### src/rtl/core/stbs_pkg.sv
`timescale 1ns / 1ps
// ----------------------------------------------------------------------------
// stbs_pkg
// Shared constants, command codes and the control/status structs of the
// sorted-table binary search block.
// ----------------------------------------------------------------------------
package stbs_pkg;

   // table geometry
   localparam int unsigned TABLE_DEPTH = 1024;
   localparam int unsigned ADDR_W      = $clog2(TABLE_DEPTH);
   // bounds lo and high+1 run from 0 up to TABLE_DEPTH
   localparam int unsigned BOUND_W     = $clog2(TABLE_DEPTH + 1);

   // field widths
   localparam int unsigned COUNT_W     = 11;
   localparam int unsigned INDEX_W     = 10;
   localparam int unsigned VALUE_W     = 32;

   // stream payload widths
   localparam int unsigned REQ_DATA_W  = 80;
   localparam int unsigned RSP_DATA_W  = 8;

   // request kinds carried in req_tuser
   localparam logic CMD_LOAD   = 1'b0;
   localparam logic CMD_SEARCH = 1'b1;

   // commands from the controller to the datapath
   typedef struct packed {
      logic start;       // open a search: latch key, set bounds
      logic write;       // store a table entry
      logic probe;       // read the midpoint entry
      logic step;        // narrow the bounds after a miss
      logic push;        // load the result register
      logic push_found;  // value pushed
   } ctrl_cmd_type;

   // status from the datapath to the controller
   typedef struct packed {
      logic empty;       // search range exhausted
      logic hit;         // probed entry equals key
      logic out_free;    // result register can take a new result
   } dp_status_type;

endpackage

### src/rtl/core/stbs_ctrl.sv
`timescale 1ns / 1ps
// ----------------------------------------------------------------------------
// stbs_ctrl
// Controller for the binary search: takes requests, sequences probe and
// compare steps, and hands the found flag to the result register.
// ----------------------------------------------------------------------------
module stbs_ctrl
   import stbs_pkg::*;
(
   input  logic          clock,
   input  logic          reset,
   input  logic          req_tvalid,
   output logic          req_tready,
   input  logic          req_kind,
   input  dp_status_type status,
   output ctrl_cmd_type  cmd
);

   typedef enum logic [1:0] {
      ST_IDLE,
      ST_PROBE,
      ST_CHECK,
      ST_FINISH
   } state_type;

   state_type state_ff;
   logic      ready_ff;
   logic      found_ff;
   logic      accept;

   assign accept = req_tvalid && ready_ff;

   // decode commands from state and status
   always_comb begin
      cmd            = '0;
      cmd.start      = accept && (req_kind == CMD_SEARCH);
      cmd.write      = accept && (req_kind == CMD_LOAD);
      cmd.probe      = (state_ff == ST_PROBE) && !status.empty;
      cmd.step       = (state_ff == ST_CHECK) && !status.hit;
      cmd.push       = (state_ff == ST_FINISH) && status.out_free;
      cmd.push_found = found_ff;
   end

   // state and registered outputs
   always_ff @(posedge clock) begin
      if (reset) begin
         state_ff <= ST_IDLE;
         ready_ff <= 1'b1;
         found_ff <= 1'b0;
      end else begin
         case (state_ff)
            ST_IDLE: begin
               if (accept && (req_kind == CMD_SEARCH)) begin
                  ready_ff <= 1'b0;
                  state_ff <= ST_PROBE;
               end
            end
            ST_PROBE: begin
               if (status.empty) begin
                  found_ff <= 1'b0;
                  state_ff <= ST_FINISH;
               end else begin
                  state_ff <= ST_CHECK;
               end
            end
            ST_CHECK: begin
               if (status.hit) begin
                  found_ff <= 1'b1;
                  state_ff <= ST_FINISH;
               end else begin
                  state_ff <= ST_PROBE;
               end
            end
            ST_FINISH: begin
               if (status.out_free) begin
                  ready_ff <= 1'b1;
                  state_ff <= ST_IDLE;
               end
            end
            default: begin
               ready_ff <= 1'b1;
               state_ff <= ST_IDLE;
            end
         endcase
      end
   end

   assign req_tready = ready_ff;

endmodule
### config.mk
export PLATFORM = sky130hd
export DESIGN_NAME = stbs_ctrl
export DESIGN_NICKNAME = d
export VERILOG_FILES = /design/src/rtl/core/stbs_pkg.sv /design/src/rtl/core/stbs_ctrl.sv
export SDC_FILE = /design/constraint.sdc
export NUM_CORES = 1
export LEC_CHECK = 0
export BUFFER_PORTS_ARGS = -buffer_cell sky130_fd_sc_hd__clkbuf_2
export CAP_MARGIN = 20
export CORE_AREA = 4 4 41 43
export CTS_CLUSTER_DIAMETER = 200
export DETAILED_ROUTE_END_ITERATION = 7
export DIE_AREA = 0 0 45 47
export PLACE_DENSITY_LB_ADDON = 0.2
export RECOVER_POWER = 25
export REMOVE_ABC_BUFFERS = 1
export SYNTH_ARGS = -nofsm -noshare
export SYNTH_HDL_FRONTEND = slang
export SYNTH_SLANG_ARGS = --single-unit
### constraint.sdc
create_clock -name clock -period 1.4 [get_ports clock]
set_input_delay 0.28 -clock clock [delete_from_list [all_inputs] [get_ports clock]]
set_output_delay 0.28 -clock clock [all_outputs]
set_load 0.05 [all_outputs]
======== Word level (Yosys, flattened, before mapping) ========
Index checks and enable logic that the tools add are counted.
word-level totals
  register bits ........................... 4
  logic and storage cells ................. 36
  output and inout port bits .............. 7
  input bits .............................. 7
operators by class
  eq/ne operators ......................... 7
  multiplexer cells ....................... 11
  bitwise gates (word level) .............. 1
  reduce and logical (&&, ||, !) cells .... 14
operator list
  cell                  number
  $ne A2 B2 Y1 const B  4
  $pmux W2 S4           1
  $logic_and A1 B1 Y1   6
  $mux W2               3
  $reduce_and A3 Y1     2
  $mux W1               5
  $eq A2 B2 Y1 const B  2
  $pmux W1 S2           2
  $reduce_bool A2 Y1    2
  $eq A2 B1 Y1 const B  1
  $logic_not A1 Y1      2
  $logic_not A2 Y1      1
  $reduce_and A2 Y1     1
  $not A1 Y1            1

======== Longest topological paths before layout ========
Gate-level depths: netlist of the first run.
  depth in word-level cells ............... 4
  gate-level depth with buffers ........... 3
  gate-level depth less buffers ........... 3

======== Worst setup path after synthesis of the first run ========
Ideal clock, no wire load.
  path type ............................... register to output
  start ................................... reg state_ff[0]
  end ..................................... out cmd[3] (netlist name)
  arrival ................................. 1.590 ns
  path slack .............................. -0.470 ns
  path buffers ............................ 0
  required time ........................... 1.120 ns
  stages on the path, launching flop included .. 2
  path through ............................ dfxtp_1 > nor3b_1
RTL lines
  what                      line             text
  start: declaration        stbs_ctrl.sv:26  state_type state_ff;
  start signal: assignment  stbs_ctrl.sv:47  state_ff <= ST_IDLE;
  start signal: assignment  stbs_ctrl.sv:55  state_ff <= ST_PROBE;
  start signal: assignment  stbs_ctrl.sv:61  state_ff <= ST_FINISH;
  end: declaration          stbs_ctrl.sv:16  output ctrl_cmd_type cmd

==> results of run 1 <==
[sequential cells by signal (all words and copies together) (netlist names)]
signal / flops
state_ff: 2
found_ff: 1
req_tready: 1
[worst max path at each step]
| stage | endpoint | start | cells past startpoint |
|---|---|---|---|
| 6_report | cmd[1] | state_ff[0] | 2 |
| 5_1_grt | cmd[3] | state_ff[0] | 2 |
| 4_1_cts | cmd[5] | req_tready | 2 |
| 3_5_place_dp | cmd[2] | state_ff[1] | 2 |
| 3_3_place_gp | cmd[1] | state_ff[1] | 2 |
| 2_1_floorplan | cmd[3] | state_ff[0] | 1 |
[cell usage in the layout (no fill, tap or decap)]
cell type | netlist | final
a211oi_1 | 1 | 1
dfxtp_1 | 4 | 2
buf_4 | 1 | 3
dfxtp_2 | 0 | 2
nand2_1 | 7 | 7
o21ai_0 | 1 | 1
a211oi_2 | 1 | 1
nor2b_1 | 1 | 1
clkbuf_4 | 0 | 5
nor2_1 | 1 | 1
nand3b_1 | 1 | 1
clkbuf_2 | 0 | 8
nand4b_1 | 1 | 1
nor3b_2 | 0 | 2
and3_1 | 1 | 1
a21oi_1 | 3 | 3
and3_4 | 1 | 1
[cells by family after synthesis]
| kind of cell | count (synthesis) | share of synthesized area (%) |
|---|---|---|
| simple gates | 15 | 40.0 |
| compound gates | 6 | 18.8 |
| flops | 4 | 37.6 |
| buf+inv | 1 | 3.53 |
[area by class of cell]
cell class                      count  area, um^2
Timing Repair Buffer               13        77.6
Tap cell                           15        18.8
Sequential cell                     4        82.6
Multi-Input combinational cell     21         135
Clock buffer                        3        22.5
Fill cell                         154         965
[critical path: stages (launching register included)]
cell and delay (ps):
dfxtp_2 390, and3_4 220, buf_4 190
[metal layers]
metal  routed length [um]  up-vias
met5                    0        -
met4                    0        0
met3                   67        0
met2                  205       12
met1                  257      100
li1                     -      124
[stage by stage]
stage	utilization (%)	setup TNS [ps]	hold slack (ps)
final	25.9	0	271
after global routing	25.9	0	261
after CTS	24.7	0	263
after detailed placement	22.2	0	468
after global placement	22.2	0	466
after floorplan	-	-1350	349
[where the power goes]
| group | switching, uW | internal (uW) |
|---|---|---|
| Combinational | 60.9 | 33.9 |
| Clock | 42.8 | 95.6 |
| Sequential | 15.4 | 125 |
[timing repair]
item | 4_1_cts | 5_1_grt
resized for setup | 5 | 9
setup endpoints to repair | 3 | 4
setup buffers | 0 | 0
hold buffers | 0 | 0
==> results.cfg, run 1 <==
[status]
status = finished, final reports clean

[min_path]
min_from = reset
hp-class = primary input to flip-flop
hold-path-endpoint = state_ff[0]
worst_hold_path.num_cells = 2

[critical_path]
critPathCaptureType = output port
cp-start-kind = flip-flop
r2r-end = req_tready
critPathArrivalTime_ps = 1040
crit_fanout = 9
reg2reg_depth = 3
regToRegStartpoint = state_ff[0]
crit_type = flip-flop to output port
worst_ep_required_time_ps = 1120
r2r_slack_ps = 510

[timing]
slew_violations = 0
setup_viol = 0
finalClockSkew_ps = 0.288
grt_setup_unrepaired = no
fmax_mhz = 759
relSlewSlack_pct = 81.4
timing.final.crit_share_pct = 94.1
tightest_slew_ps = 281
hold_violations = 0
fin_crit_ps = 1320
worst_slack_ps = 82.9

[floorplan]
rows = 13
coreArea_um2 = 1300
boundaryPins = 14
die_height_um = 47
initial_core_util_pct = 16.3
die_x_um = 45
die-area_um2 = 2120

[drt]
routed_wl_um = 531
drc = 0
drt_iter0_markers = 1
antenna_left = 0
dr.pass1.iters = 2
via_per_inst = 4.21
vias = 236
routedWlPerCell_um = 9.48

[final_layout]
nets = 50
syn_to_final_growth_pct = 58.2
stdcell_count = 56
stdcell_area_um2 = 337
antenna_cells = 0
drive_above_1_share_pct = 53.7

[power]
p_leak_uw = 0.000151
ir_drop_v = 0.000462
finalPower_uw = 374
power_density_nw_per_um2 = 1110

[global_routing]
grt_usage_pct = 5.77
antenna_found_initial = 0
grt_pass1_wl_um = 869
use_met1_pct = 6.38
use_met3_pct = 4.98
gr-total-overflow = 0
grt_pass1_vias = 218
busiest_layer = met2
grtUsageMet2_pct = 9.04
grt_max_degree = 10

[clock_tree]
tritoncts = built
insertion_delay_ps = 230
htreeDepth = 1
cts.root.buffer_cell = clkbuf_4
clk_path_buf_depth = 2
cts_buffers = 3
cts.reportedPaths.clkPinSlew_ps = 40
clock_sinks = 4

[synthesis]
synth_top_area_share_pct = 37.6
yosysTopAreaCell = dfxtp_1
ys_seq_elements = 4
postSynthAreaPerCell_um2 = 8.18
synthesis.instances = 26
synth_area_um2 = 213
synthFlopType = dfxtp_1
yosysUniqueCellTypes = 14
yosysMostFrequentCell = nand2_1
ys_top_cells_by_area = dfxtp_1 38%, nand2_1 12%, a21oi_1 7.1%
yosys_warnings = 0
synthArstFlopShare_pct = 0
seq_area_frac_synth_pct = 37.6
synth_edf_count = 0
synth_commonest_cells = 7 x nand2_1, 4 x dfxtp_1, 3 x a21oi_1

[placement]
pre_cts_slack_ps = 164
port_buffers = 13
dp.cells = 53
hpwl_um = 415
place_area_um2 = 289
gp_congestion = 0.689

[flow_run]
maxCapViolations = 0
Note: power is estimated with default switching activity, not from simulation.
==> inputs of run 2 (changes only) <==
--- a/config.mk
+++ b/config.mk
@@ -5,6 +5,7 @@
 export SDC_FILE = /design/constraint.sdc
 export NUM_CORES = 1
 export LEC_CHECK = 0
+export ABC_AREA = 1
 export BUFFER_PORTS_ARGS = -buffer_cell sky130_fd_sc_hd__clkbuf_2
 export CAP_MARGIN = 20
 export CORE_AREA = 4 4 41 43
==> results.cfg, run 2 <==
[synthesis]
synthXorXnorAreaFrac_pct = 0
synth_top_family_by_area = simple AND/OR/NAND/NOR gates
yosysTopAreaCell = dfxtp_1
synthArstFlopShare_pct = 0
yosys_warnings = 0
synthesis.instances = 36
postSynthAreaPerCell_um2 = 5.94
synth_commonest_cells = 9 x nand2_1, 8 x inv_1, 7 x nand3_1
ys_top_cells_by_area = dfxtp_1 37%, nand3_1 16%, nand2_1 16%
synth_top_area_share_pct = 37.4
synthSimpleGateAreaFrac_pct = 42.7
synth-compound-area-share_pct = 2.34
synth_fa_ha_area_share_pct = 0
synthFlopType = dfxtp_1
synth_area_um2 = 214
yosysUniqueCellTypes = 7
ys_seq_elements = 4
yosysMostFrequentCell = nand2_1
seq_area_frac_synth_pct = 37.4
synthMuxAreaShare_pct = 0
synth_edf_count = 0

[final_layout]
final_common_cell = clkbuf_2
fill_cells = 160
antenna_cells = 0
syn_to_final_growth_pct = 49.7
layout_common_cells = 10 x clkbuf_2, 9 x nand2_1, 8 x inv_1, 7 x nand3_1, 6 x nor2_1
nets = 60
drive_above_1_share_pct = 31.4
largest_reg_flops = 2
top_register = state_ff
seqCellArea_um2 = 80.1
multi_input_area_um2 = 96.3
stdcell_count = 66

[placement]
port_buffers = 13
dp.cells = 63
gp_congestion = 0.664
hpwl_um = 480
pre_cts_slack_ps = 252

[timing]
tightest_slew_ps = 278
worst_slack_ps = 77.5
timing.final.crit_share_pct = 94.5
grt_setup_unrepaired = no
fmax_mhz = 756
fin_hold_ws_ps = 233
setup_viol = 0
finalClockSkew_ps = 1.18
slew_violations = 0
hold_violations = 0
relSlewSlack_pct = 81.5
fin_crit_ps = 1320
setup_tns_ps = 0

[clock_tree]
cts_resized = 1
cts.root.buffer_cell = clkbuf_4
insertion_delay_ps = 230
cts.reportedPaths.clkPinSlew_ps = 40
htreeDepth = 1
cts_hold_buf = 0
clock_sinks = 4
tritoncts = built
post_cts_buffers = 0
cts_buffers = 3
clk_path_buf_depth = 2

[floorplan]
boundaryPins = 14
die_height_um = 47
die-area_um2 = 2120
rows = 13
coreArea_um2 = 1300
initial_core_util_pct = 16.4
die_x_um = 45

[min_path]
hp-class = primary input to flip-flop
worst_hold_path.num_cells = 2

[critical_path]
crit_type = flip-flop to output port
reg2reg_depth = 5
cp-start-kind = flip-flop
critPathArrivalTime_ps = 1040
critPathCaptureType = output port
crit_fanout = 6
r2r_slack_ps = 480
worst_ep_required_time_ps = 1120

[status]
status = finished, final reports clean

[drt]
routed_wl_um = 541
dr.pass1.iters = 2
antenna_left = 0
via_per_inst = 3.91
routedWlPerCell_um = 8.20
drc = 0
drt_iter0_markers = 3
vias = 258

[global_routing]
grt_max_degree = 7
grt_usage_pct = 6.31
antenna_found_initial = 0
grt_pass1_wl_um = 883
gr-total-overflow = 0
grt_pass1_vias = 243

[power]
power_density_nw_per_um2 = 1170
ir_drop_v = 0.000315
p_leak_uw = 0.000200
finalPower_uw = 375

[flow_run]
maxCapViolations = 0
==> run 2: cell count changes in the layout (fill, tap and decap cells not counted), sizes merged, moves of 2 or more <==
cell / before / now
nand3: 0 / 7
nor3b: 2 / 0
inv: 0 / 8
nand2: 7 / 9
a211oi: 2 / 0
and3: 2 / 0
nor2: 1 / 6
clkbuf: 13 / 15
buf: 3 / 1
a21oi: 3 / 1
==> run 2: power by group <==
part	total [uW]	internal, uW	switching [uW]
combinational	100	29.6	70.4
clock	139	95.6	43.7
sequential	135	125	10.7
==> run 2: cell type report <==
type	instances	share of cell area, %
Tap cell	15	5.86
Sequential cell	4	25.0
Timing Repair Buffer	13	22.7
Multi-Input combinational cell	23	30.1
Clock buffer	3	7.03
Inverter	8	9.38
==> run 2: metrics by stage <==
| stage | instance area, um^2 | utilization [%] |
|---|---|---|
| 2_1_floorplan | 206 | - |
| 3_3_place_gp | 290 | 22.3 |
| 3_5_place_dp | 290 | 22.3 |
| 4_1_cts | 315 | 24.2 |
| 5_1_grt | 320 | 24.6 |
| 6_report | 320 | 24.6 |
==> run 2: final timing paths <==
check | start | endpoint
max | state_ff[0] | cmd[2]
min | reset | found_ff
max reg2reg | state_ff[1] | state_ff[0]
min reg2reg | found_ff | found_ff
==> run 2: layer usage <==
metal	up-vias	track usage [%]	wire, um
li1	138	-	-
met1	111	5.90	215
met2	7	9.04	281
met3	2	2.68	29
met4	0	8.77	14
met5	-	0	0
==> run 2: cell families after synthesis <==
| kind of cell | after synthesis |
|---|---|
| buffers and inverters | 9 |
| DFF | 4 |
| and+or+nand+nor | 22 |
| AOI/OAI and AO/OA | 1 |
==> run 2: critical path, cell delays in order (launching register included) <==
cell and delay (ps):
dfxtp_1 340, inv_1 80, nand2_1 60, nor2_1 90
clkbuf_4 230
==> inputs of run 3 (changes only) <==
==> constraint.sdc (replaced) <==
create_clock -name clock -period 1.1 [get_ports clock]
set_input_delay 0.22 -clock clock [delete_from_list [all_inputs] [get_ports clock]]
set_output_delay 0.22 -clock clock [all_outputs]
set_load 0.05 [all_outputs]
==> results.cfg, run 3 (synthesized netlist as in run 2, its figures left out) <==
[placement]
port_buffers = 13
gp_congestion = 0.704
hpwl_um = 488
place_area_um2 = 298

[clock_tree]
insertion_delay_ps = 230
tritoncts = built
cts.reportedPaths.clkPinSlew_ps = 40
clk_path_buf_depth = 2
clock_sinks = 4
htreeDepth = 1
cts_buffers = 3
cts.root.buffer_cell = clkbuf_4

[floorplan]
die_height_um = 47
coreArea_um2 = 1300
initial_core_util_pct = 16.4
die_x_um = 45
die-area_um2 = 2120
rows = 13
boundaryPins = 14

[power]
p_leak_uw = 0.000253
power_density_nw_per_um2 = 1160
ir_drop_v = 0.000476
finalPower_uw = 581

[status]
failed_checks = negative setup slack
status = finished, violations left

[drt]
routed_wl_um = 701
via_per_inst = 4.04
drc = 0
vias = 291
antenna_left = 0
dr.pass1.iters = 1
drt_iter0_markers = 0
routedWlPerCell_um = 9.74

[critical_path]
r2r_slack_ps = 10
cp-start-kind = flip-flop
critPathCaptureType = output port
crit_type = flip-flop to output port
critPathArrivalTime_ps = 940
worst_ep_required_time_ps = 880
crit_fanout = 5

[timing]
tightest_slew_ps = 277
fmax_mhz = 859
timing.final.crit_share_pct = 106
setup_tns_ps = -210
hold_violations = 0
finalClockSkew_ps = 3.75
slew_violations = 0
fin_hold_ws_ps = 180
relSlewSlack_pct = 81.6
grt_setup_unrepaired = yes
setup_viol = 5
worst_slack_ps = -64.2
fin_crit_ps = 1160

[final_layout]
stdcell_area_um2 = 499
antenna_cells = 0
postLayoutCoreUtil_pct = 38.4
largest_reg_flops = 2
fill_cells = 154
syn_to_final_growth_pct = 133
nets = 66
top_register = state_ff
final_common_cell = clkbuf_2
layout_common_cells = 7 x clkbuf_2, 6 x nand2_1, 6 x buf_4, 5 x nand3_1
drive_above_1_share_pct = 64.9

[global_routing]
busiest_layer = met2
grt_usage_pct = 7.27
use_met3_pct = 2.68
grt_pass1_wl_um = 1060
grt_max_degree = 6
grtUsageMet2_pct = 12.1
gr-total-overflow = 0
antenna_found_initial = 0
use_met1_pct = 6.82
grt_pass1_vias = 294

[min_path]
hp-class = primary input to flip-flop

[flow_run]
maxCapViolations = 0
[run 3: what timing repair did]
action	in CTS	in global routing
hold buffers	0	0
hold endpoints to repair	0	0
setup endpoints to repair	6	7
buffers inserted	5	0
resized for setup	24	20
pin swaps	2	3
[run 3: layout make-up]
type / instances / area [um^2] / area share (%)
timing repair buffer: 19 / 173 / 34.6
tap: 15 / 18.8 / 3.76
clock buffer: 3 / 22.5 / 4.51
inverter: 8 / 35.0 / 7.02
multi-input combinational: 23 / 159 / 31.8
sequential: 4 / 91.3 / 18.3
[run 3: per-stage QoR]
| stage | setup slack, ps | std cells |
|---|---|---|
| 2_1_floorplan | -518 | 35 |
| 3_3_place_gp | 23.4 | 64 |
| 3_5_place_dp | 18.2 | 64 |
| 4_1_cts | -114 | 72 |
| 5_1_grt | -104 | 72 |
| 6_report | -64.2 | 72 |
[run 3: power breakdown]
| group | internal, uW | switching [uW] | total (uW) |
|---|---|---|---|
| logic | 96.4 | 118 | 215 |
| registers | 159 | 25.1 | 185 |
| clock network | 122 | 59.6 | 182 |
[run 3: worst paths after layout]
path                             startpoint           to  depth (start not counted)
worst max-delay path            state_ff[1]       cmd[3]                          4
worst min-delay path                  reset  state_ff[0]                          2
worst max register to register  state_ff[1]  state_ff[0]                          7
worst min register to register     found_ff     found_ff                          2
[run 3: critical path: stages, from the launching register on]
cell and delay, ps:
dfxtp_4 370, inv_4 70, nand2_4 50, nor2_4 80, buf_8 150
[run 3: metal layers]
metal | part of all wire, % | wire length [um] | vias to the layer above
li1 | - | - | 152
met2 | 59 | 417 | 5
met1 | 36 | 252 | 134
met5 | 0 | 0 | -
met4 | 0 | 0 | 0
met3 | 4.4 | 31 | 0
